File: config.mk
export PLATFORM = sky130hd
export DESIGN_NAME = line_pixel_stepper_core
export DESIGN_NICKNAME = d
export VERILOG_FILES = /design/src/hw/rtl/lps_pkg.sv /design/src/hw/rtl/line_pixel_stepper_core.sv /design/src/hw/rtl/lps_front.sv /design/src/hw/rtl/lps_fifo.sv /design/src/hw/rtl/lps_back.sv /design/src/hw/rtl/lps_pixel.sv
export SDC_FILE = /design/constraint.sdc
export NUM_CORES = 1
export LEC_CHECK = 0
export ABC_CLOCK_PERIOD_IN_PS = 10970
export BUFFER_PORTS_ARGS = -buffer_cell sky130_fd_sc_hd__clkbuf_2
export CAP_MARGIN = 20
export CORE_AREA = 2 2 333 467
export CTS_BUF_LIST = sky130_fd_sc_hd__clkbuf_8
export DETAILED_ROUTE_END_ITERATION = 10
export DIE_AREA = 0 0 335 469
export GPL_TIMING_DRIVEN = 0
export PLACE_DENSITY = 0.48
export SYNTH_ARGS = -nofsm -noshare
export SYNTH_HDL_FRONTEND = slang
export SYNTH_HIERARCHICAL = 1
export SYNTH_SLANG_ARGS = --single-unit
File: constraint.sdc
create_clock -name i_clk -period 10.97 [get_ports i_clk]
set_clock_uncertainty 0.1 [all_clocks]
set_input_delay 2.194 -clock i_clk [delete_from_list [all_inputs] [get_ports i_clk]]
set_output_delay 2.194 -clock i_clk [all_outputs]
set_load 0.05 [all_outputs]
File: src/hw/rtl/lps_pkg.sv
package lps_pkg;

    // coordinate width of endpoints and pixels
    localparam int COORD_WIDTH = 13;
    localparam int DELTA_W     = COORD_WIDTH + 1;
    localparam int DEC_W       = COORD_WIDTH + 3;

    localparam int DIM_W   = 13;
    localparam int COLOR_W = 24;
    localparam int ADDR_W  = 24;
    localparam int BYTE_W  = 8;
    localparam int CMP_W   = (COORD_WIDTH > DIM_W) ? COORD_WIDTH : DIM_W;

    localparam logic [DIM_W-1:0] WIDTH_RST  = DIM_W'(320);
    localparam logic [DIM_W-1:0] HEIGHT_RST = DIM_W'(240);

    // config register indexes
    localparam logic REG_WIDTH  = 1'b0;
    localparam logic REG_HEIGHT = 1'b1;

    // color byte masks
    localparam logic [COLOR_W-1:0] GREEN_MASK = 24'h00ff00;
    localparam logic [BYTE_W-1:0]  BYTE_MASK  = 8'hff;

    // input word layout
    localparam int IN_SX_LO    = 0;
    localparam int IN_SY_LO    = IN_SX_LO + COORD_WIDTH;
    localparam int IN_EX_LO    = IN_SY_LO + COORD_WIDTH;
    localparam int IN_EY_LO    = IN_EX_LO + COORD_WIDTH;
    localparam int IN_COLOR_LO = IN_EY_LO + COORD_WIDTH;
    localparam int IN_USED     = IN_COLOR_LO + COLOR_W;
    localparam int IN_TDATA_W  = ((IN_USED + 7) / 8) * 8;

    // output word layout
    localparam int OUT_USED    = 2 * COORD_WIDTH + ADDR_W + 3 * BYTE_W;
    localparam int OUT_TDATA_W = ((OUT_USED + 7) / 8) * 8;

    // command queue
    localparam int FIFO_DEPTH = 4;
    localparam int FIFO_AW    = $clog2(FIFO_DEPTH);
    localparam int FIFO_LW    = $clog2(FIFO_DEPTH + 1);

    typedef enum logic {
        ACT_START = 1'b0,
        ACT_STEP  = 1'b1
    } t_action;

    typedef enum logic [1:0] {
        PH_START = 2'd0,
        PH_END   = 2'd1,
        PH_STEP  = 2'd2
    } t_phase;

    // classified word handed from front to back
    typedef struct packed {
        t_action                   action;
        logic signed [COORD_WIDTH-1:0] sx;
        logic signed [COORD_WIDTH-1:0] sy;
        logic signed [COORD_WIDTH-1:0] ex;
        logic signed [COORD_WIDTH-1:0] ey;
        logic [COLOR_W-1:0]        color;
        logic                      steep;
        logic                      xneg;
        logic                      yneg;
        logic [DELTA_W-1:0]        major;
        logic [DELTA_W-1:0]        minor;
    } t_cmd;

    // raw pixel from the stepper
    typedef struct packed {
        logic                      valid;
        logic signed [COORD_WIDTH-1:0] x;
        logic signed [COORD_WIDTH-1:0] y;
        logic [COLOR_W-1:0]        color;
        logic                      last;
    } t_pix;

    // finished pixel word
    typedef struct packed {
        logic signed [COORD_WIDTH-1:0] x;
        logic signed [COORD_WIDTH-1:0] y;
        logic [ADDR_W-1:0]         addr;
        logic [BYTE_W-1:0]         red;
        logic [BYTE_W-1:0]         green;
        logic [BYTE_W-1:0]         blue;
        logic                      on_screen;
        logic                      last;
    } t_pixout;

endpackage

File: src/hw/rtl/line_pixel_stepper_core.sv
// line pixel stepper: bresenham rasterizer with frame buffer addressing
//
// input stream (s_axis): tuser selects the action, 0 loads a new line from
// the endpoints and color in tdata (no output word), 1 asks for the next
// pixel. a step with no line loaded is dropped. output stream (m_axis):
// one pixel word per step, tlast on the final pixel of the line, tuser set
// when the pixel lies on screen (address is zero otherwise).
// apb port: register 0 at 0x0 is the screen width, register 1 at 0x4 the
// screen height; write them only while no line work is in flight.
//
// throughput: one input word per clock and one pixel per clock, steady.
// path: a step word that is taken goes through the queue slot and
// bresenham stepper, the clip/multiply stage and the address add + out
// register; the y * width product in the clip stage sets the cycle time.
// reset: width 320, height 240, queue empty, no line loaded, no output.
// stall: when m_axis_tready is low under a valid pixel the stepper and pixel
// pipe hold; the 4-word command queue takes input until full, then drops tready.
module line_pixel_stepper_core (
    input  logic                               i_clk,
    input  logic                               i_rst_n,
    // apb config
    input  logic                               psel,
    input  logic                               penable,
    input  logic                               pwrite,
    input  logic [2:0]                         paddr,
    input  logic [31:0]                        pwdata,
    output logic [31:0]                        prdata,
    output logic                               pready,
    // input words
    input  logic                               s_axis_tvalid,
    output logic                               s_axis_tready,
    // start_x, start_y, end_x, end_y, line_color, zero pad
    input  logic [lps_pkg::IN_TDATA_W-1:0]     s_axis_tdata,
    // action
    input  logic                               s_axis_tuser,
    // output words
    output logic                               m_axis_tvalid,
    input  logic                               m_axis_tready,
    // pixel_x, pixel_y, pixel_addr, red, green, blue, zero pad
    output logic [lps_pkg::OUT_TDATA_W-1:0]    m_axis_tdata,
    // inside_res
    output logic                               m_axis_tuser,
    // last_pixel
    output logic                               m_axis_tlast
);

    logic [lps_pkg::DIM_W-1:0]   r_width, r_height;
    logic                        cfg_wr;

    lps_pkg::t_cmd               front_cmd, q_cmd;
    logic                        in_acc, q_empty, q_pop;
    logic [lps_pkg::FIFO_LW-1:0] q_level;

    lps_pkg::t_pix               step_pix;
    logic                        advance;
    lps_pkg::t_pixout            pix_out;

    // ---------------- config registers ----------------
    assign pready = 1'b1;
    assign cfg_wr = psel && penable && pwrite && pready;

    always_ff @(posedge i_clk) begin
        if (!i_rst_n) begin
            r_width  <= lps_pkg::WIDTH_RST;
            r_height <= lps_pkg::HEIGHT_RST;
        end else if (cfg_wr) begin
            // register select uses the word address bit only
            if (paddr[2] == lps_pkg::REG_WIDTH) begin
                r_width <= pwdata[lps_pkg::DIM_W-1:0];
            end else begin
                r_height <= pwdata[lps_pkg::DIM_W-1:0];
            end
        end
    end

    always_comb begin
        if (paddr[2] == lps_pkg::REG_HEIGHT) begin
            prdata = 32'(r_height);
        end else begin
            prdata = 32'(r_width);
        end
    end

    // ---------------- front: classify and queue ----------------
    assign s_axis_tready = q_level != lps_pkg::FIFO_LW'(lps_pkg::FIFO_DEPTH);
    assign in_acc        = s_axis_tvalid && s_axis_tready;

    lps_front u_front (
        .i_tdata (s_axis_tdata),
        .i_tuser (s_axis_tuser),
        .o_cmd   (front_cmd)
    );

    lps_fifo u_fifo (
        .i_clk   (i_clk),
        .i_rst_n (i_rst_n),
        .i_wr    (in_acc),
        .i_wdata (front_cmd),
        .i_rd    (q_pop),
        .o_rdata (q_cmd),
        .o_empty (q_empty),
        .o_level (q_level)
    );

    // ---------------- back: stepper and pixel pipe ----------------
    lps_back u_back (
        .i_clk       (i_clk),
        .i_rst_n     (i_rst_n),
        .i_cmd       (q_cmd),
        .i_cmd_valid (!q_empty),
        .i_advance   (advance),
        .o_pop       (q_pop),
        .o_pix       (step_pix)
    );

    lps_pixel u_pixel (
        .i_clk     (i_clk),
        .i_rst_n   (i_rst_n),
        .i_pix     (step_pix),
        .i_width   (r_width),
        .i_height  (r_height),
        .i_ready   (m_axis_tready),
        .o_advance (advance),
        .o_valid   (m_axis_tvalid),
        .o_out     (pix_out)
    );

    assign m_axis_tdata = lps_pkg::OUT_TDATA_W'({pix_out.blue, pix_out.green, pix_out.red,
                                                 pix_out.addr, pix_out.y, pix_out.x});
    assign m_axis_tuser = pix_out.on_screen;
    assign m_axis_tlast = pix_out.last;

    // ---------------- checks ----------------
    a_queue_bound: assert property (@(posedge i_clk) disable iff (!i_rst_n)
        q_level <= lps_pkg::FIFO_LW'(lps_pkg::FIFO_DEPTH))
        else $error("command queue over depth");

    a_offscreen_addr: assert property (@(posedge i_clk) disable iff (!i_rst_n)
        m_axis_tvalid && !pix_out.on_screen |-> pix_out.addr == '0)
        else $error("off-screen pixel with nonzero address");

    a_onscreen_coords: assert property (@(posedge i_clk) disable iff (!i_rst_n)
        m_axis_tvalid && pix_out.on_screen |->
            !pix_out.x[lps_pkg::COORD_WIDTH-1] && !pix_out.y[lps_pkg::COORD_WIDTH-1])
        else $error("on-screen pixel with negative coordinate");

    a_pop_nonempty: assert property (@(posedge i_clk) disable iff (!i_rst_n)
        q_pop |-> !q_empty)
        else $error("stepper popped an empty queue");

endmodule

File: src/hw/rtl/lps_front.sv
module lps_front (
    input  logic [lps_pkg::IN_TDATA_W-1:0] i_tdata,
    input  logic                           i_tuser,
    output lps_pkg::t_cmd                  o_cmd
);

    logic signed [lps_pkg::COORD_WIDTH-1:0] sx, sy, ex, ey;
    logic signed [lps_pkg::DELTA_W-1:0]     dx, dy;
    logic [lps_pkg::DELTA_W-1:0]            adx, ady;
    logic                                   steep;

    always_comb begin
        sx = i_tdata[lps_pkg::IN_SX_LO +: lps_pkg::COORD_WIDTH];
        sy = i_tdata[lps_pkg::IN_SY_LO +: lps_pkg::COORD_WIDTH];
        ex = i_tdata[lps_pkg::IN_EX_LO +: lps_pkg::COORD_WIDTH];
        ey = i_tdata[lps_pkg::IN_EY_LO +: lps_pkg::COORD_WIDTH];

        dx = lps_pkg::DELTA_W'(ex) - lps_pkg::DELTA_W'(sx);
        dy = lps_pkg::DELTA_W'(ey) - lps_pkg::DELTA_W'(sy);

        // magnitudes fit unsigned in the delta width
        adx   = dx[lps_pkg::DELTA_W-1] ? lps_pkg::DELTA_W'(-dx) : lps_pkg::DELTA_W'(dx);
        ady   = dy[lps_pkg::DELTA_W-1] ? lps_pkg::DELTA_W'(-dy) : lps_pkg::DELTA_W'(dy);
        steep = adx < ady;

        o_cmd.action = lps_pkg::t_action'(i_tuser);
        o_cmd.sx     = sx;
        o_cmd.sy     = sy;
        o_cmd.ex     = ex;
        o_cmd.ey     = ey;
        o_cmd.color  = i_tdata[lps_pkg::IN_COLOR_LO +: lps_pkg::COLOR_W];
        o_cmd.steep  = steep;
        o_cmd.xneg   = sx > ex;
        o_cmd.yneg   = sy > ey;
        o_cmd.major  = steep ? ady : adx;
        o_cmd.minor  = steep ? adx : ady;
    end

endmodule

File: src/hw/rtl/lps_fifo.sv
module lps_fifo (
    input  logic                        i_clk,
    input  logic                        i_rst_n,
    input  logic                        i_wr,
    input  lps_pkg::t_cmd               i_wdata,
    input  logic                        i_rd,
    output lps_pkg::t_cmd               o_rdata,
    output logic                        o_empty,
    output logic [lps_pkg::FIFO_LW-1:0] o_level
);

    lps_pkg::t_cmd                r_mem [lps_pkg::FIFO_DEPTH];
    logic [lps_pkg::FIFO_AW-1:0]  r_wp, r_rp, n_wp, n_rp;
    logic [lps_pkg::FIFO_LW-1:0]  r_level, n_level;

    always_comb begin
        n_wp    = i_wr ? r_wp + 1'b1 : r_wp;
        n_rp    = i_rd ? r_rp + 1'b1 : r_rp;
        n_level = r_level + lps_pkg::FIFO_LW'(i_wr) - lps_pkg::FIFO_LW'(i_rd);
    end

    always_ff @(posedge i_clk) begin
        if (!i_rst_n) begin
            r_wp    <= '0;
            r_rp    <= '0;
            r_level <= '0;
        end else begin
            r_wp    <= n_wp;
            r_rp    <= n_rp;
            r_level <= n_level;
        end
    end

    always_ff @(posedge i_clk) begin
        if (i_wr) begin
            r_mem[r_wp] <= i_wdata;
        end
    end

    assign o_rdata = r_mem[r_rp];
    assign o_empty = r_level == '0;
    assign o_level = r_level;

endmodule

File: src/hw/rtl/lps_back.sv
module lps_back (
    input  logic          i_clk,
    input  logic          i_rst_n,
    input  lps_pkg::t_cmd i_cmd,
    input  logic          i_cmd_valid,
    input  logic          i_advance,
    output logic          o_pop,
    output lps_pkg::t_pix o_pix
);

    localparam int CW = lps_pkg::COORD_WIDTH;
    localparam int DW = lps_pkg::DEC_W;

    logic                   r_active, n_active;
    lps_pkg::t_phase        r_phase, n_phase;
    logic signed [CW-1:0]   r_cur_x, r_cur_y, r_tx, r_ty;
    logic signed [CW-1:0]   n_cur_x, n_cur_y, n_tx, n_ty;
    logic signed [DW-1:0]   r_dec, n_dec;
    logic [lps_pkg::DELTA_W-1:0] r_minor, r_major, r_steps;
    logic [lps_pkg::DELTA_W-1:0] n_minor, n_major, n_steps;
    logic                   r_steep, r_xneg, r_yneg, n_steep, n_xneg, n_yneg;
    logic [lps_pkg::COLOR_W-1:0] r_color, n_color;
    lps_pkg::t_pix          r_pix, n_pix;

    logic                   pop, do_start, do_step;
    logic signed [CW-1:0]   x_adv, y_adv;
    logic signed [DW-1:0]   dec_diag, dec_axis;

    assign pop      = i_cmd_valid && i_advance;
    assign do_start = pop && (i_cmd.action == lps_pkg::ACT_START);
    assign do_step  = pop && (i_cmd.action == lps_pkg::ACT_STEP) && r_active;

    // next state of the line sequencer
    always_comb begin
        n_active = r_active;
        n_phase  = r_phase;
        if (do_start) begin
            n_active = 1'b1;
            n_phase  = lps_pkg::PH_START;
        end else if (do_step) begin
            unique case (r_phase)
                lps_pkg::PH_START: n_phase = lps_pkg::PH_END;
                lps_pkg::PH_END: begin
                    if (r_major == '0) begin
                        n_active = 1'b0;
                    end else begin
                        n_phase = lps_pkg::PH_STEP;
                    end
                end
                lps_pkg::PH_STEP: begin
                    if (r_steps == lps_pkg::DELTA_W'(1)) begin
                        n_active = 1'b0;
                    end
                end
                default: n_phase = r_phase;
            endcase
        end
    end

    // datapath and pixel output
    always_comb begin
        x_adv    = r_xneg ? r_cur_x - CW'(1) : r_cur_x + CW'(1);
        y_adv    = r_yneg ? r_cur_y - CW'(1) : r_cur_y + CW'(1);
        dec_axis = r_dec + DW'({r_minor, 1'b0});
        dec_diag = r_dec + DW'({r_minor, 1'b0}) - DW'({r_major, 1'b0});

        n_cur_x = r_cur_x;
        n_cur_y = r_cur_y;
        n_tx    = r_tx;
        n_ty    = r_ty;
        n_dec   = r_dec;
        n_minor = r_minor;
        n_major = r_major;
        n_steps = r_steps;
        n_steep = r_steep;
        n_xneg  = r_xneg;
        n_yneg  = r_yneg;
        n_color = r_color;

        n_pix       = r_pix;
        n_pix.color = r_color;
        if (i_advance) begin
            n_pix.valid = 1'b0;
        end

        if (do_start) begin
            n_cur_x = i_cmd.sx;
            n_cur_y = i_cmd.sy;
            n_tx    = i_cmd.ex;
            n_ty    = i_cmd.ey;
            n_dec   = DW'({i_cmd.minor, 1'b0}) - DW'(i_cmd.major);
            n_minor = i_cmd.minor;
            n_major = i_cmd.major;
            n_steps = i_cmd.major;
            n_steep = i_cmd.steep;
            n_xneg  = i_cmd.xneg;
            n_yneg  = i_cmd.yneg;
            n_color = i_cmd.color;
        end else if (do_step) begin
            n_pix.valid = 1'b1;
            unique case (r_phase)
                lps_pkg::PH_START: begin
                    n_pix.x    = r_cur_x;
                    n_pix.y    = r_cur_y;
                    n_pix.last = 1'b0;
                end
                lps_pkg::PH_END: begin
                    n_pix.x    = r_tx;
                    n_pix.y    = r_ty;
                    n_pix.last = r_major == '0;
                end
                lps_pkg::PH_STEP: begin
                    // positive decision takes a diagonal step
                    if (!r_dec[DW-1] && r_dec != '0) begin
                        n_cur_x = x_adv;
                        n_cur_y = y_adv;
                        n_dec   = dec_diag;
                    end else begin
                        if (r_steep) begin
                            n_cur_y = y_adv;
                        end else begin
                            n_cur_x = x_adv;
                        end
                        n_dec = dec_axis;
                    end
                    n_steps    = r_steps - 1'b1;
                    n_pix.x    = n_cur_x;
                    n_pix.y    = n_cur_y;
                    n_pix.last = r_steps == lps_pkg::DELTA_W'(1);
                end
                default: n_pix.valid = 1'b0;
            endcase
        end
    end

    always_ff @(posedge i_clk) begin
        if (!i_rst_n) begin
            r_active    <= 1'b0;
            r_phase     <= lps_pkg::PH_START;
            r_pix.valid <= 1'b0;
        end else begin
            r_active    <= n_active;
            r_phase     <= n_phase;
            r_pix.valid <= n_pix.valid;
        end
        r_cur_x     <= n_cur_x;
        r_cur_y     <= n_cur_y;
        r_tx        <= n_tx;
        r_ty        <= n_ty;
        r_dec       <= n_dec;
        r_minor     <= n_minor;
        r_major     <= n_major;
        r_steps     <= n_steps;
        r_steep     <= n_steep;
        r_xneg      <= n_xneg;
        r_yneg      <= n_yneg;
        r_color     <= n_color;
        r_pix.x     <= n_pix.x;
        r_pix.y     <= n_pix.y;
        r_pix.color <= n_pix.color;
        r_pix.last  <= n_pix.last;
    end

    assign o_pop = pop;
    assign o_pix = r_pix;

endmodule

File: src/hw/rtl/lps_pixel.sv
module lps_pixel (
    input  logic                        i_clk,
    input  logic                        i_rst_n,
    input  lps_pkg::t_pix               i_pix,
    input  logic [lps_pkg::DIM_W-1:0]   i_width,
    input  logic [lps_pkg::DIM_W-1:0]   i_height,
    input  logic                        i_ready,
    output logic                        o_advance,
    output logic                        o_valid,
    output lps_pkg::t_pixout            o_out
);

    localparam int CW = lps_pkg::COORD_WIDTH;
    localparam int AW = lps_pkg::ADDR_W;

    logic                  advance;
    logic                  on_screen;
    logic [lps_pkg::CMP_W-1:0] xu, yu, wu, hu;
    logic [AW-1:0]         prod;

    lps_pkg::t_pix         r_s2;
    logic                  r_s2_inside;
    logic [AW-1:0]         r_s2_prod;

    logic                  r_out_valid;
    lps_pkg::t_pixout      r_out, n_out;

    assign advance = !r_out_valid || i_ready;

    // clip test and row offset
    always_comb begin
        xu        = lps_pkg::CMP_W'($unsigned(i_pix.x));
        yu        = lps_pkg::CMP_W'($unsigned(i_pix.y));
        wu        = lps_pkg::CMP_W'(i_width);
        hu        = lps_pkg::CMP_W'(i_height);
        on_screen = !i_pix.x[CW-1] && !i_pix.y[CW-1] && (xu < wu) && (yu < hu);
        prod      = AW'($unsigned(i_pix.y)) * AW'(i_width);
    end

    always_comb begin
        n_out.x         = r_s2.x;
        n_out.y         = r_s2.y;
        n_out.addr      = r_s2_inside ? AW'($unsigned(r_s2.x)) + r_s2_prod : '0;
        n_out.red       = r_s2.color[2*lps_pkg::BYTE_W +: lps_pkg::BYTE_W] & lps_pkg::BYTE_MASK;
        n_out.green     = lps_pkg::BYTE_W'((r_s2.color & lps_pkg::GREEN_MASK) >> lps_pkg::BYTE_W);
        n_out.blue      = r_s2.color[lps_pkg::BYTE_W-1:0] & lps_pkg::BYTE_MASK;
        n_out.on_screen = r_s2_inside;
        n_out.last      = r_s2.last;
    end

    always_ff @(posedge i_clk) begin
        if (!i_rst_n) begin
            r_s2.valid  <= 1'b0;
            r_out_valid <= 1'b0;
        end else if (advance) begin
            r_s2.valid  <= i_pix.valid;
            r_out_valid <= r_s2.valid;
        end
        if (advance) begin
            r_s2.x      <= i_pix.x;
            r_s2.y      <= i_pix.y;
            r_s2.color  <= i_pix.color;
            r_s2.last   <= i_pix.last;
            r_s2_inside <= on_screen;
            r_s2_prod   <= prod;
            r_out       <= n_out;
        end
    end

    assign o_advance = advance;
    assign o_valid   = r_out_valid;
    assign o_out     = r_out;

endmodule

# --- Yosys cells after proc, flatten, opt, wreduce, memory -nomap -nowiden ---
# Memory sizes are Yosys's and may differ from the RTL's. A register that Yosys moved wholly into a read port is not among the register bits.
# Index checks and enable logic that the tools add are counted.
word_totals:
  register_bits: 379
  ram_bits: 432
  out_inout_bits: 117
  elab_cells: 150
  mem_count: 1
memory_table:
  columns: ["memory", "depth", "word_bits", "read_ports", "rd_clocked_by_memory_dff", "write_ports", "line", "rtl"]
  rows:
  - ["u_fifo.r_mem", 4, 108, 1, 1, 1, "lps_fifo.sv:12", "lps_pkg::t_cmd r_mem [lps_pkg::FIFO_DEPTH];"]
classes:
  add_sub_neg: 17
  multipliers: 1
  order_cmp: 5
  eq_ne: 7
  mux: 41
  bitwise: 4
  n_reduce_logical: 34
op_table:
  columns: ["op", "count"]
  rows:
  - ["$mux W13", 13]
  - ["$mux W14", 7]
  - ["$pmux W26 S3", 1]
  - ["$mux W16", 4]
  - ["$mux W27", 2]
  - ["$neg A14 Y14", 2]
  - ["$sub A13 B13 Y14", 2]
  - ["$add A13 B2 Y13 const B", 2]
  - ["$gt A13 B13 Y1", 2]
  - ["$lt A13 B13 Y1", 2]
  - ["$sub A13 B2 Y13 const B", 2]
  - ["$add A13 B24 Y24", 1]
  - ["$mul A13 B13 Y24", 1]
  - ["$add A16 B15 Y16", 1]
  - ["$reduce_bool A16 Y1", 1]
  - ["$sub A15 B14 Y16", 1]
  - ["$sub A16 B15 Y16", 1]
  - ["$eq A14 B1 Y1 const B", 1]
  - ["$logic_not A14 Y1", 1]
  - ["$lt A14 B14 Y1", 1]
  - ["$sub A14 B1 Y14 const B", 1]
  - ["$logic_and A1 B1 Y1", 11]
  - ["$mux W1", 8]
  - ["$mux W2", 3]
  - ["23 further kinds", 38]

# --- Logic depth before layout (Yosys ltp) ---
# Gate-level depths: netlist of run 1.
depth:
  word_depth: 7
  depth_mapped: 21
  depth_no_buf: 19

# --- By module ---
# The synthesis of run 1 kept the hierarchy.
modules_own_cells:
  columns: ["module", "instances", "cells_per_inst", "area_each_um2"]
  rows:
  - ["lps_fifo", 1, 606, 15980.3]
  - ["lps_pixel", 1, 1035, 11597.4]
  - ["lps_back", 1, 941, 10396.2]
  - ["lps_front", 1, 456, 3228.1]
  - ["line_pixel_stepper_core", 1, 153, 1437.6]

# --- Worst setup path after synthesis of run 1 ---
# OpenSTA, ideal clock, no wires.
synth_timing:
  kind: "input to register"
  startpoint: "input m_axis_tready"
  endpoint: "register u_back.r_dec[10], data pin"
  setup_ns: 0.386
  t_arrival_ns: 10.129
  t_required_ns: 10.484
  slack_ns: 0.354
  stages: 8
  path_cell_list: "nand2b_1 nand2_1 or2_2 clkbuf_1 inv_1 clkbuf_1 clkbuf_1 a21oi_1"
synth_between:
  elab_chain_len: 4
synth_lines:
  columns: ["item", "line", "rtl"]
  rows:
  - ["from (decl)", "line_pixel_stepper_core.sv:38", "input logic m_axis_tready,"]
  - ["$logic_or A1 B1 Y1", "lps_pixel.sv:28", "assign advance = !r_out_valid || i_ready;"]
  - ["$logic_and A1 B1 Y1", "lps_back.sv:29", "assign pop = i_cmd_valid && i_advance;"]
  - ["$logic_and A1 B1 Y1", "lps_back.sv:30", "assign do_start = pop && (i_cmd.action == lps_pkg::ACT_START);"]
  - ["net u_back.do_start", "lps_back.sv:25", "logic pop, do_start, do_step;"]
  - ["$mux W16", "lps_back.sv:86", "if (do_start) begin"]
  - ["net u_back.n_dec[10]", "lps_back.sv:18", "logic signed [DW-1:0] r_dec, n_dec;"]
  - ["to (signal assigned)", "lps_back.sv:150", "r_dec <= n_dec;"]
  - ["to (decl)", "lps_back.sv:18", null]
# The timed path passes the listed nets, and every way through them passes these cells.
# A chain may end at the register's enable or synchronous reset.

==> flow_summary_export.csv, run 1 <==
group,metric,value,unit
die,die-area,0.157,sq mm
die,dieHeight,469,um
clock_tree,post-cts-setup-buffers,0,
layout,fin_area,0.0492,sq mm
pwr,power,13.9,mW
placement,place_area,0.0465,sq mm
synthesis,yosys_most_used_dff,"edfxtp_1",
clock_tree,clk_pin_slew,0.06,ns
synthesis,synth-edff-count,748,
clock_tree,numCtsBuffers,136,
grt,grt_max_degree,61,
grt,use_met2,26.0,%
sta,period_share,69.6,%
detailed_routing,drc,0,
pwr,leakage,19.3,nW
synthesis,synth_top_area_cell,"edfxtp_1",
worst_setup_path,critPathLaunchType,"primary input",
grt,grt_pass1_wl,167000,um
detailed_routing,drt_pass1_iterations,5,
worst_setup_path,criticalPathCategory,"in -> reg",
sta,worstMarginPinSlew,1.08,ns
die,coreArea,0.153,sq mm
synthesis,synth.cell_area,0.0426,sq mm
pwr,pwr_density_cell,283,mW/mm^2
detailed_routing,ant_nets,0,
layout,final_util,32.2,%
clock_tree,clk_latency,0.85,ns
worst_setup_path,crit_path_end_kind,"register",
placement,place.gp.congestion,0.858,
sta,rsz0062_at_grt,"false",
clock_tree,cts_resized,0,
die,die_w,335,um
worst_hold_path,min_path_type,"reg -> reg",
layout,nets,4002,
die,start_util,27.9,%
run,cap_violations,0,
placement,dp.cells,5373,
worst_setup_path,worstPathMaxFanout,10,
detailed_routing,routed_wirelength,111000,um
pwr,peakVddDrop,0.000146,V
grt,antenna_found_initial,7,
layout,area_growth,15.3,%
sta,setup_ws,3.34,ns
clock_tree,cts_sinks,813,
synthesis,yosys-top-cells-count,"edfxtp_1, inv_1, nand2_1",
synthesis,synthArstFlopShare,0,%
detailed_routing,wire_per_inst,19.8,um
detailed_routing,route.vias.total,25600,
grt,grt_util_all_layers,14.3,%
placement,dp_hpwl,83400,um
sta,relSlewSlack,26.9,%
placement,port_buffers,162,
worst_setup_path,worstPathArrival,8.07,ns
sta,hold_ws,0.236,ns
synthesis,yosysMostFrequentCell,"edfxtp_1",
layout,drive_gt1_share,18.3,%
synthesis,synth_seq_cells,813,
grt,grt.busiest_layer,"met2",
synthesis,yosys-top-cells-area,"edfxtp_1, ha_1, fa_1",
synthesis,avgSynthCellArea,13.4,sq um
sta,setup_viol,0,
sta,min_period,7.63,ns
sta,fin_setup_tns,0,ns
grt,use_met1,16.4,%
placement,post-place-ws,2.44,ns
layout,fill_cells,15300,
detailed_routing,via_per_inst,4.56,
clock_tree,cts_tree,"built",
synthesis,yosysUniqueCellTypes,93,
detailed_routing,drt_iter0_drc,1199,
clock_tree,clock_path_buffers,3,
grt,met3_usage,2.20,%
synthesis,synth_top_area_share,52.7,%
clock_tree,htree_levels,4,
clock_tree,cts-root-buf,"clkbuf_8",
grt,grt_pass1_vias,27300,
run_status,status,"finished, final reports clean",
clock_tree,ctsHoldBuffers,0,
die,ioPinCount,240,
synthesis,syn_inst,3191,
sta,fmax,0.131,GHz
worst_setup_path,required,11.41,ns
sta,final_max_slew_viol_count,0,
synthesis,ys_warn_count,6,
die,fp-row-count,170,
layout,final_cell_count_no_fill,5622,
grt,grt_overflow,0,
sta,hold_violations,0,
synthesis,seq_area_frac_synth,55.7,%
-- sequential cells by signal, summed over array words and instances (netlist names), 3 cells and up, named ones only --
register           count
u_fifo/o_level         3
u_back/r_cur_x        13
r_width               13
u_back/r_ty           13
u_back/r_cur_y        13
u_back/o_pix          52
u_back/r_dec          16
r_height              13
u_pixel/r_s2_prod     24
u_back/r_tx           13
u_back/r_major        14
u_back/r_steps        14
u_back/r_minor        14
u_pixel/o_out         76
u_back/r_color        24
u_pixel/n_out         51
u_fifo/r_mem         432
-- area by class of cell --
cell class                      count  area (sq um)  share of cell area, %
Sequential cell                   813         23800                   48.3
Multi-Input combinational cell   1873         16500                   33.6
Tap cell                         1978          2470                   5.03
Clock buffer                      141          1940                   3.95
Buffer                            203          1250                   2.54
Timing Repair Buffer              180          1240                   2.51
Inverter                          326          1220                   2.49
Clock inverter                    106           756                   1.54
Antenna cell                        2          5.00                 0.0102
-- power breakdown --
part	leakage (nW)	switching (mW)	internal (mW)	total (mW)
registers	7.71	0.364	4.55	4.91
logic	10.1	3.83	2.47	6.30
clock network	1.47	1.31	1.39	2.70
-- worst paths after layout --
check / slack [ns] / startpoint / depth (start not counted) / end
hold / removal: 0.24 / u_back/r_color[16] / 0 / u_back/o_pix[17]
setup / recovery: 3.34 / s_axis_tdata[0] / 18 / u_fifo/r_mem[1][11]
hold reg to reg: 0.24 / u_back/r_color[16] / 0 / u_back/o_pix[17]
setup reg to reg: 4.37 / r_width[4] / 20 / u_pixel/r_s2_prod[22]
-- kinds of logic after synthesis --
kind of cell | Yosys count | synth area share [%]
AOI/OAI and AO/OA | 487 | 7.58
xor gates and xnor gates | 139 | 2.89
buffers and inverters | 529 | 5.79
adders and majority gates | 346 | 12.4
muxes | 193 | 7.75
DFF | 813 | 55.7
and+or+nand+nor | 682 | 7.82
other | 2 | 0.0176
-- layer usage --
layer / wire (um) / vias up
li1: - / 12200
met1: 45400 / 12700
met2: 57900 / 552
met3: 4020 / 179
met4: 4040 / 2
met5: 13 / -
-- worst max-delay path, cell delays in order --
cell and delay (ns):
clkbuf_2 0.12, ha_1 0.24, fa_1 0.41, nor2b_1 0.23
o31a_1 0.22, nor2_1 0.11, nor4b_1 0.65, a41oi_1 0.25
xnor2_1 0.66, inv_1 0.11, ha_1 0.32, a21o_1 0.18
a21o_1 0.17, a211oi_1 0.24, o21a_1 0.18, clkbuf_1 0.52
buf_1 0.64, mux2i_1 0.61
-- cells in the final DEF (no fill, tap or decap), drive strengths merged, types with 15 or more instances in the layout --
cell type	netlist	routed
edfxtp	748	748
a22oi	15	15
and3	20	20
o21a	19	19
fa	129	129
ha	217	217
mux2	17	17
nand2b	17	17
o21ai	105	105
xnor2	78	78
mux2i	68	68
mux4	108	108
nand2	240	240
nand3	31	31
nor3	34	34
clkinv	0	51
inv	326	365
a21oi	127	127
xor2	60	60
dfxtp	65	65
clkbuf	65	368
o31ai	20	20
a31oi	19	19
and2	96	96
nor2	138	138
conb	2	26
nand4	17	17
a211oi	17	17
a21o	55	55
nor2b	30	30
buf	138	156
(Power assumes the default switching activity.)
==> run 2, diff against run 1 <==
Settings changed: ABC_AREA from default to 1, ABC_CLOCK_PERIOD_IN_PS 10970 to 7200, CORE_AREA 2 2 333 467 to 2 2 347 486, DIE_AREA 0 0 335 469 to 0 0 349 488, PLACE_DENSITY 0.48 to 0.47.
Clock period 10.97 ns to 7.2 ns, I/O delays scaled along.
==> flow_summary_export.csv, run 2 <==
group,metric,value,unit
clock_tree,htree_levels,4,
synthesis,yosys_most_used_dff,"edfxtp_1",
die,coreArea,0.166,sq mm
layout,fin_area,0.0529,sq mm
synthesis,synth_seq_cells,813,
detailed_routing,routed_wirelength,134000,um
grt,grt_max_degree,66,
layout,final_common_cell,"nand2_1",
sta,worstMarginPinSlew,0.980,ns
clock_tree,cts-root-buf,"clkbuf_8",
synthesis,avgSynthCellArea,9.43,sq um
sta,rsz0062_at_grt,"false",
worst_setup_path,crit_path_end_kind,"register",
grt,grt_overflow,0,
placement,place_area,0.0501,sq mm
clock_tree,clk_pin_slew,0.06,ns
worst_setup_path,worstPathArrival,6.22,ns
layout,fill_cells,17200,
detailed_routing,drt_iter0_drc,1807,
layout,regMostFlops,"u_fifo/r_mem",
sta,final_max_slew_viol_count,0,
pwr,peakVddDrop,0.000205,V
worst_setup_path,criticalPathCategory,"reg -> reg",
detailed_routing,route.vias.total,33300,
layout,final_cell_count_no_fill,7498,
worst_setup_path,r2r_setup_slack,1.47,ns
sta,fin_setup_tns,0,ns
worst_setup_path,cp_slowest_cell,"dfxtp_1",
sta,hold_violations,0,
grt,grt.busiest_layer,"met2",
synthesis,syn_inst,4902,
synthesis,synthArstFlopShare,0,%
grt,use_met1,17.9,%
die,fp-row-count,177,
worst_setup_path,endpoint,"u_pixel/r_s2_prod[23]",
worst_setup_path,worstReg2RegStart,"r_width[4]",
pwr,pwr_density_cell,446,mW/mm^2
synthesis,synth-edff-count,748,
synthesis,yosys-top-cells-count,"nand2_1, inv_1, edfxtp_1",
detailed_routing,via_per_inst,4.44,
sta,setup_viol,0,
worst_setup_path,worstPathMaxFanout,10,
sta,min_period,5.73,ns
die,start_util,27.9,%
pwr,leakage,24.0,nW
grt,met3_usage,2.72,%
die,dieHeight,488,um
synthesis,synth.cell_area,0.0462,sq mm
synthesis,yosysMostFrequentCell,"nand2_1",
die,die_w,349,um
synthesis,synth_top_area_cell,"edfxtp_1",
grt,antenna_found_initial,10,
synthesis,seq_area_frac_synth,51.4,%
sta,fmax,0.175,GHz
clock_tree,post-cts-setup-buffers,0,
detailed_routing,wire_per_inst,17.8,um
synthesis,synth_top_area_share,48.6,%
placement,dp_hpwl,102000,um
clock_tree,clock_path_buffers,3,
clock_tree,cts_tree,"built",
placement,port_buffers,162,
run_status,status,"finished, final reports clean",
worst_setup_path,required,7.69,ns
die,ioPinCount,240,
layout,area_growth,14.4,%
layout,final_util,31.9,%
worst_setup_path,r2r_cells,21,
synthesis,yosysUniqueCellTypes,58,
synthesis,ys_warn_count,6,
placement,place.gp.congestion,0.891,
grt,grt_pass1_wl,200000,um
sta,period_share,79.6,%
grt,grt_util_all_layers,15.6,%
clock_tree,ctsHoldBuffers,0,
clock_tree,clk_latency,0.86,ns
worst_setup_path,slowest_delay,0.65,ns
clock_tree,cts_resized,0,
grt,use_met2,29.1,%
layout,layout_common_cells,"nand2_1, inv_1, edfxtp_1, a21oi_1, nor2_1",
grt,grt_pass1_vias,33300,
worst_setup_path,critPathLaunchType,"register",
synthesis,yosys-top-cells-area,"edfxtp_1, nand2_1, inv_1",
worst_setup_path,r2r_end,"u_pixel/r_s2_prod[23]",
detailed_routing,drt_pass1_iterations,7,
layout,drive_gt1_share,12.3,%
clock_tree,cts_sinks,813,
worst_hold_path,min_path_type,"reg -> reg",
sta,relSlewSlack,34.7,%
die,die-area,0.170,sq mm
run,cap_violations,0,
layout,largest_reg_flops,432,
detailed_routing,ant_nets,0,
worst_setup_path,cp_cell_sequence,"clkbuf_1 -> nand2_1 -> fa_1 -> inv_1 -> fa_1 -> inv_1 -> fa_1 -> inv_1 -> fa_1 -> inv_1 -> fa_1 -> inv_1 -> ha_1 -> nand2_2 -> nor2_1 -> nand2_1 -> nand2_1 -> nand2_1 -> and2_0 -> nand3_1 -> nand2_1",
detailed_routing,drc,0,
worst_setup_path,worstSetupStartpoint,"r_width[4]",
clock_tree,numCtsBuffers,139,
placement,dp.cells,7250,
layout,nets,5712,
==> run 2: cell types whose count changed after synthesis, sizes merged, moves of 48 or more <==
cell | previous run | this run
o211ai | 14 | 111
mux2i | 68 | 0
xnor2 | 78 | 20
mux4 | 108 | 0
a21o | 55 | 7
nor2 | 138 | 301
nand2 | 240 | 1278
nand3 | 31 | 245
inv | 326 | 852
a21oi | 127 | 297
buf | 138 | 201
and2 | 96 | 6
o21ai | 105 | 211
==> run 2: worst max-delay path, delay by kind of cell (launching register included) <==
family | cells | cell delay [ns]
adder cells (fa/ha/maj) | 6 | 2.92
AND/OR/NAND/NOR | 9 | 1.04
buffers and inverters | 6 | 0.77
flip-flops | 1 | 0.65
==> run 2: how the worst min path moves through the flow <==
| stage | start | endpoint | depth (start not counted) |
|---|---|---|---|
| 2_1_floorplan | u_back/r_color[9] | u_back/o_pix[10] | 0 |
| 3_3_place_gp | u_back/r_color[0] | u_back/o_pix[1] | 0 |
| 3_5_place_dp | u_back/r_color[20] | u_back/o_pix[21] | 0 |
| 4_1_cts | u_back/r_color[20] | u_back/o_pix[21] | 0 |
| 5_1_grt | u_back/r_color[7] | u_back/o_pix[8] | 0 |
| 6_report | u_back/r_color[0] | u_back/o_pix[1] | 0 |
==> run 2: logic make-up (layout without fill, tap and decap cells) <==
logic type / Yosys count / in the layout / share of synthesized area [%]
flip-flops: 813 / 813 / 51.4
buffers and inverters: 1106 / 1524 / 10.6
AND/OR/NAND/NOR: 1908 / 1908 / 17.2
adder cells (fa/ha/maj): 346 / 346 / 11.5
AO/OA/AOI/OAI: 675 / 675 / 8.24
other: 2 / 32 / 0.0162
XOR/XNOR: 52 / 52 / 1.00
==> run 2: report_power, final <==
| part | switching, mW | internal, mW |
|---|---|---|
| Clock | 1.92 | 2.22 |
| Combinational | 8.15 | 3.69 |
| Sequential | 0.579 | 7.04 |
| Total | 10.7 | 12.9 |
==> run 2: area by class of cell <==
class	instances	area [sq um]	share of cell area [%]
Inverter	855	3240	6.12
Multi-Input combinational cell	3007	17700	33.4
Sequential cell	813	23800	44.9
Buffer	251	1710	3.23
Antenna cell	6	15.0	0.0284
Clock inverter	95	682	1.29
Tap cell	2148	2690	5.08
Clock buffer	147	2020	3.83
Timing Repair Buffer	176	1100	2.09
==> run 2: metrics by stage <==
stage	hold WS [ns]	total power, mW	setup slack, ns
floorplan	0.223	15.8	0.511
global placement	0.226	19.6	-3.13
detailed placement	0.229	19.6	1.27
CTS	0.237	23.9	1.45
global route	0.257	25.5	1.19
finish	0.239	23.6	1.47
==> run 2: metal layers <==
layer	part of all wire, %	wire [um]
met1	41	55000
met2	52	69700
met5	0.043	57
met4	2.7	3670
met3	4.1	5440
==> run 3, diff against run 2 <==
Settings changed: ABC_AREA 1 to 0, ABC_CLOCK_PERIOD_IN_PS 7200 to 4700, CORE_AREA 2 2 347 486 to 2 2 333 467, DIE_AREA 0 0 349 488 to 0 0 335 469, PLACE_DENSITY 0.47 to 0.48.
Clock period 7.2 ns to 4.7 ns, I/O delays scaled along.
==> flow_summary_export.csv, run 3 (synthesis results as in run 1) <==
group,metric,value,unit
run_status,status,"finished, violations left",
run_status,violations,"setup timing",
pwr,power,34.1,mW
detailed_routing,drt_iter0_drc,1465,
clock_tree,cts_tree,"built",
worst_setup_path,cp_cell_sequence,"buf_6 -> and2_4 -> fa_1 -> inv_1 -> fa_1 -> inv_2 -> fa_1 -> inv_2 -> fa_1 -> fa_1 -> inv_2 -> ha_4 -> o21a_1 -> nand2_2 -> o211ai_1 -> buf_4 -> a2111oi_4 -> o21ai_1 -> xor2_1",
worst_setup_path,crit_path_end_kind,"register",
placement,place_area,0.0468,sq mm
clock_tree,htree_levels,4,
sta,fin_setup_tns,-32.58,ns
die,fp-row-count,170,
layout,area_growth,21.0,%
worst_setup_path,crit_top_cell,"fa_1",
sta,final_max_slew_viol_count,0,
worst_setup_path,required,5.20,ns
clock_tree,clk_pin_slew,0.06,ns
die,coreArea,0.153,sq mm
die,ioPinCount,240,
layout,seq_area,0.0238,sq mm
clock_tree,clk_latency,0.87,ns
sta,hold_violations,0,
sta,worstMarginPinSlew,0.952,ns
pwr,pwr-share-seq,33.4,%
die,start_util,27.9,%
layout,nets,4130,
detailed_routing,wire_per_inst,20.0,um
detailed_routing,drc,0,
pwr,pwr_density_cell,660,mW/mm^2
clock_tree,clock_path_buffers,3,
grt,grt_pass1_wl,172000,um
die,dieHeight,469,um
worst_setup_path,cp_slowest_cell,"fa_1",
pwr,leakage,20.3,nW
placement,place.gp.congestion,0.854,
grt,grt_max_degree,58,
pwr,p_int,20.7,mW
layout,multi_input_area,0.0175,sq mm
worst_setup_path,worstPathArrival,5.88,ns
die,die-area,0.157,sq mm
grt,grt_util_all_layers,14.7,%
clock_tree,numCtsBuffers,138,
grt,grt_pass1_vias,27500,
layout,drive_gt1_share,25.7,%
detailed_routing,route.vias.total,26200,
detailed_routing,ant_nets,0,
layout,largest_reg_flops,432,
sta,rsz0062_at_grt,"true",
sta,min_period,5.39,ns
sta,period_share,115,%
sta,fmax,0.186,GHz
layout,regMostFlops,"u_fifo/r_mem",
sta,setup_ws,-0.685,ns
pwr,pwr-share-comb,48.4,%
layout,layout_common_cells,"edfxtp_1, inv_1, nand2_1, buf_4, ha_1",
worst_setup_path,slowest_delay,0.54,ns
worst_setup_path,path_buf_inv,6,
grt,antenna_found_initial,5,
layout,fin_area,0.0516,sq mm
pwr,sw_frac_of_total,39.3,%
placement,dp_hpwl,83900,um
detailed_routing,drt_pass1_iterations,5,
sta,relSlewSlack,36.6,%
detailed_routing,routed_wirelength,115000,um
pwr,switching_power,13.4,mW
pwr,peakVddDrop,0.000299,V
layout,fill_cells,15100,
pwr,p_clk_share,18.2,%
clock_tree,cts_sinks,813,
layout,final_common_cell,"edfxtp_1",
worst_setup_path,critPathLaunchType,"register",
clock_tree,ctsHoldBuffers,0,
run,cap_violations,0,
layout,final_util,33.8,%
worst_setup_path,crit_family,"adder cells",
worst_setup_path,worstPathMaxFanout,4,
die,die_w,335,um
clock_tree,cts-root-buf,"clkbuf_8",
placement,port_buffers,162,
grt,grt_overflow,0,
worst_setup_path,criticalPathCategory,"reg -> reg",
sta,setup_viol,130,
detailed_routing,via_per_inst,4.56,
worst_hold_path,min_path_type,"in -> reg",
run 3: power by group through the flow:
stage | clock network (mW) | registers [mW] | logic (mW)
detailed placement | 0 | 11.6 | 15.1
global placement | 0 | 11.7 | 14.9
global route | 6.74 | 11.6 | 18.0
CTS | 6.48 | 11.4 | 16.2
finish | 6.20 | 11.4 | 16.5
floorplan | 0 | 11.9 | 10.5
run 3: final timing paths:
check / from / to / slack (ns) / cells after the start
worst max register to register: u_back/o_pix[32] / u_pixel/r_s2_prod[21] / -0.69 / 19
worst max-delay path: u_back/o_pix[32] / u_pixel/r_s2_prod[21] / -0.69 / 19
worst min-delay path: s_axis_tdata[75] / u_fifo/r_mem[1][54] / 0.18 / 1
worst min register to register: u_back/r_color[10] / u_back/o_pix[11] / 0.22 / 0
run 3: through the flow:
| step | instances | setup slack, ns | hold slack [ns] |
|---|---|---|---|
| floorplan | 3215 | -0.497 | 0.223 |
| CTS | 5696 | -0.720 | 0.0617 |
| detailed placement | 5372 | -1.88 | 0.227 |
| global route | 5746 | -0.872 | 0.108 |
| finish | 5747 | -0.685 | 0.181 |
| global placement | 5355 | -2.88 | 0.223 |
run 3: worst reg2reg max path: stages, from the launching register on:
cell	delay, ns
edfxtp_1	0.45
buf_6	0.16
and2_4	0.13
fa_1	0.52
inv_1	0.05
fa_1	0.50
inv_2	0.05
fa_1	0.54
inv_2	0.04
fa_1	0.47
fa_1	0.53
inv_2	0.05
ha_4	0.24
o21a_1	0.19
nand2_2	0.09
o211ai_1	0.08
buf_4	0.17
a2111oi_4	0.45
o21ai_1	0.14
xor2_1	0.17
run 3: what timing repair did:
action,4_1_cts,5_1_grt
buffers inserted,80,54
setup endpoints to repair,185,130
gates resized for setup,158,92
gates cloned,2,2
pin swaps,48,63
run 3: final cells by class:
type | count | share of cell area (%)
Inverter | 326 | 2.40
Antenna cell | 3 | 0.0145
Sequential cell | 813 | 46.1
Clock buffer | 145 | 3.87
Clock inverter | 100 | 1.29
Buffer | 199 | 2.97
Multi-Input combinational cell | 1873 | 34.0
Timing Repair Buffer | 310 | 4.55
Tap cell | 1978 | 4.80
run 3: layer usage:
layer | global-route usage, % | vias to the layer above | part of all wire, %
li1 | - | 12400 | -
met1 | 17.1 | 13000 | 41
met2 | 26.6 | 549 | 51
met3 | 2.61 | 201 | 3.8
met4 | 5.83 | 6 | 3.4
met5 | 0 | - | 0.044
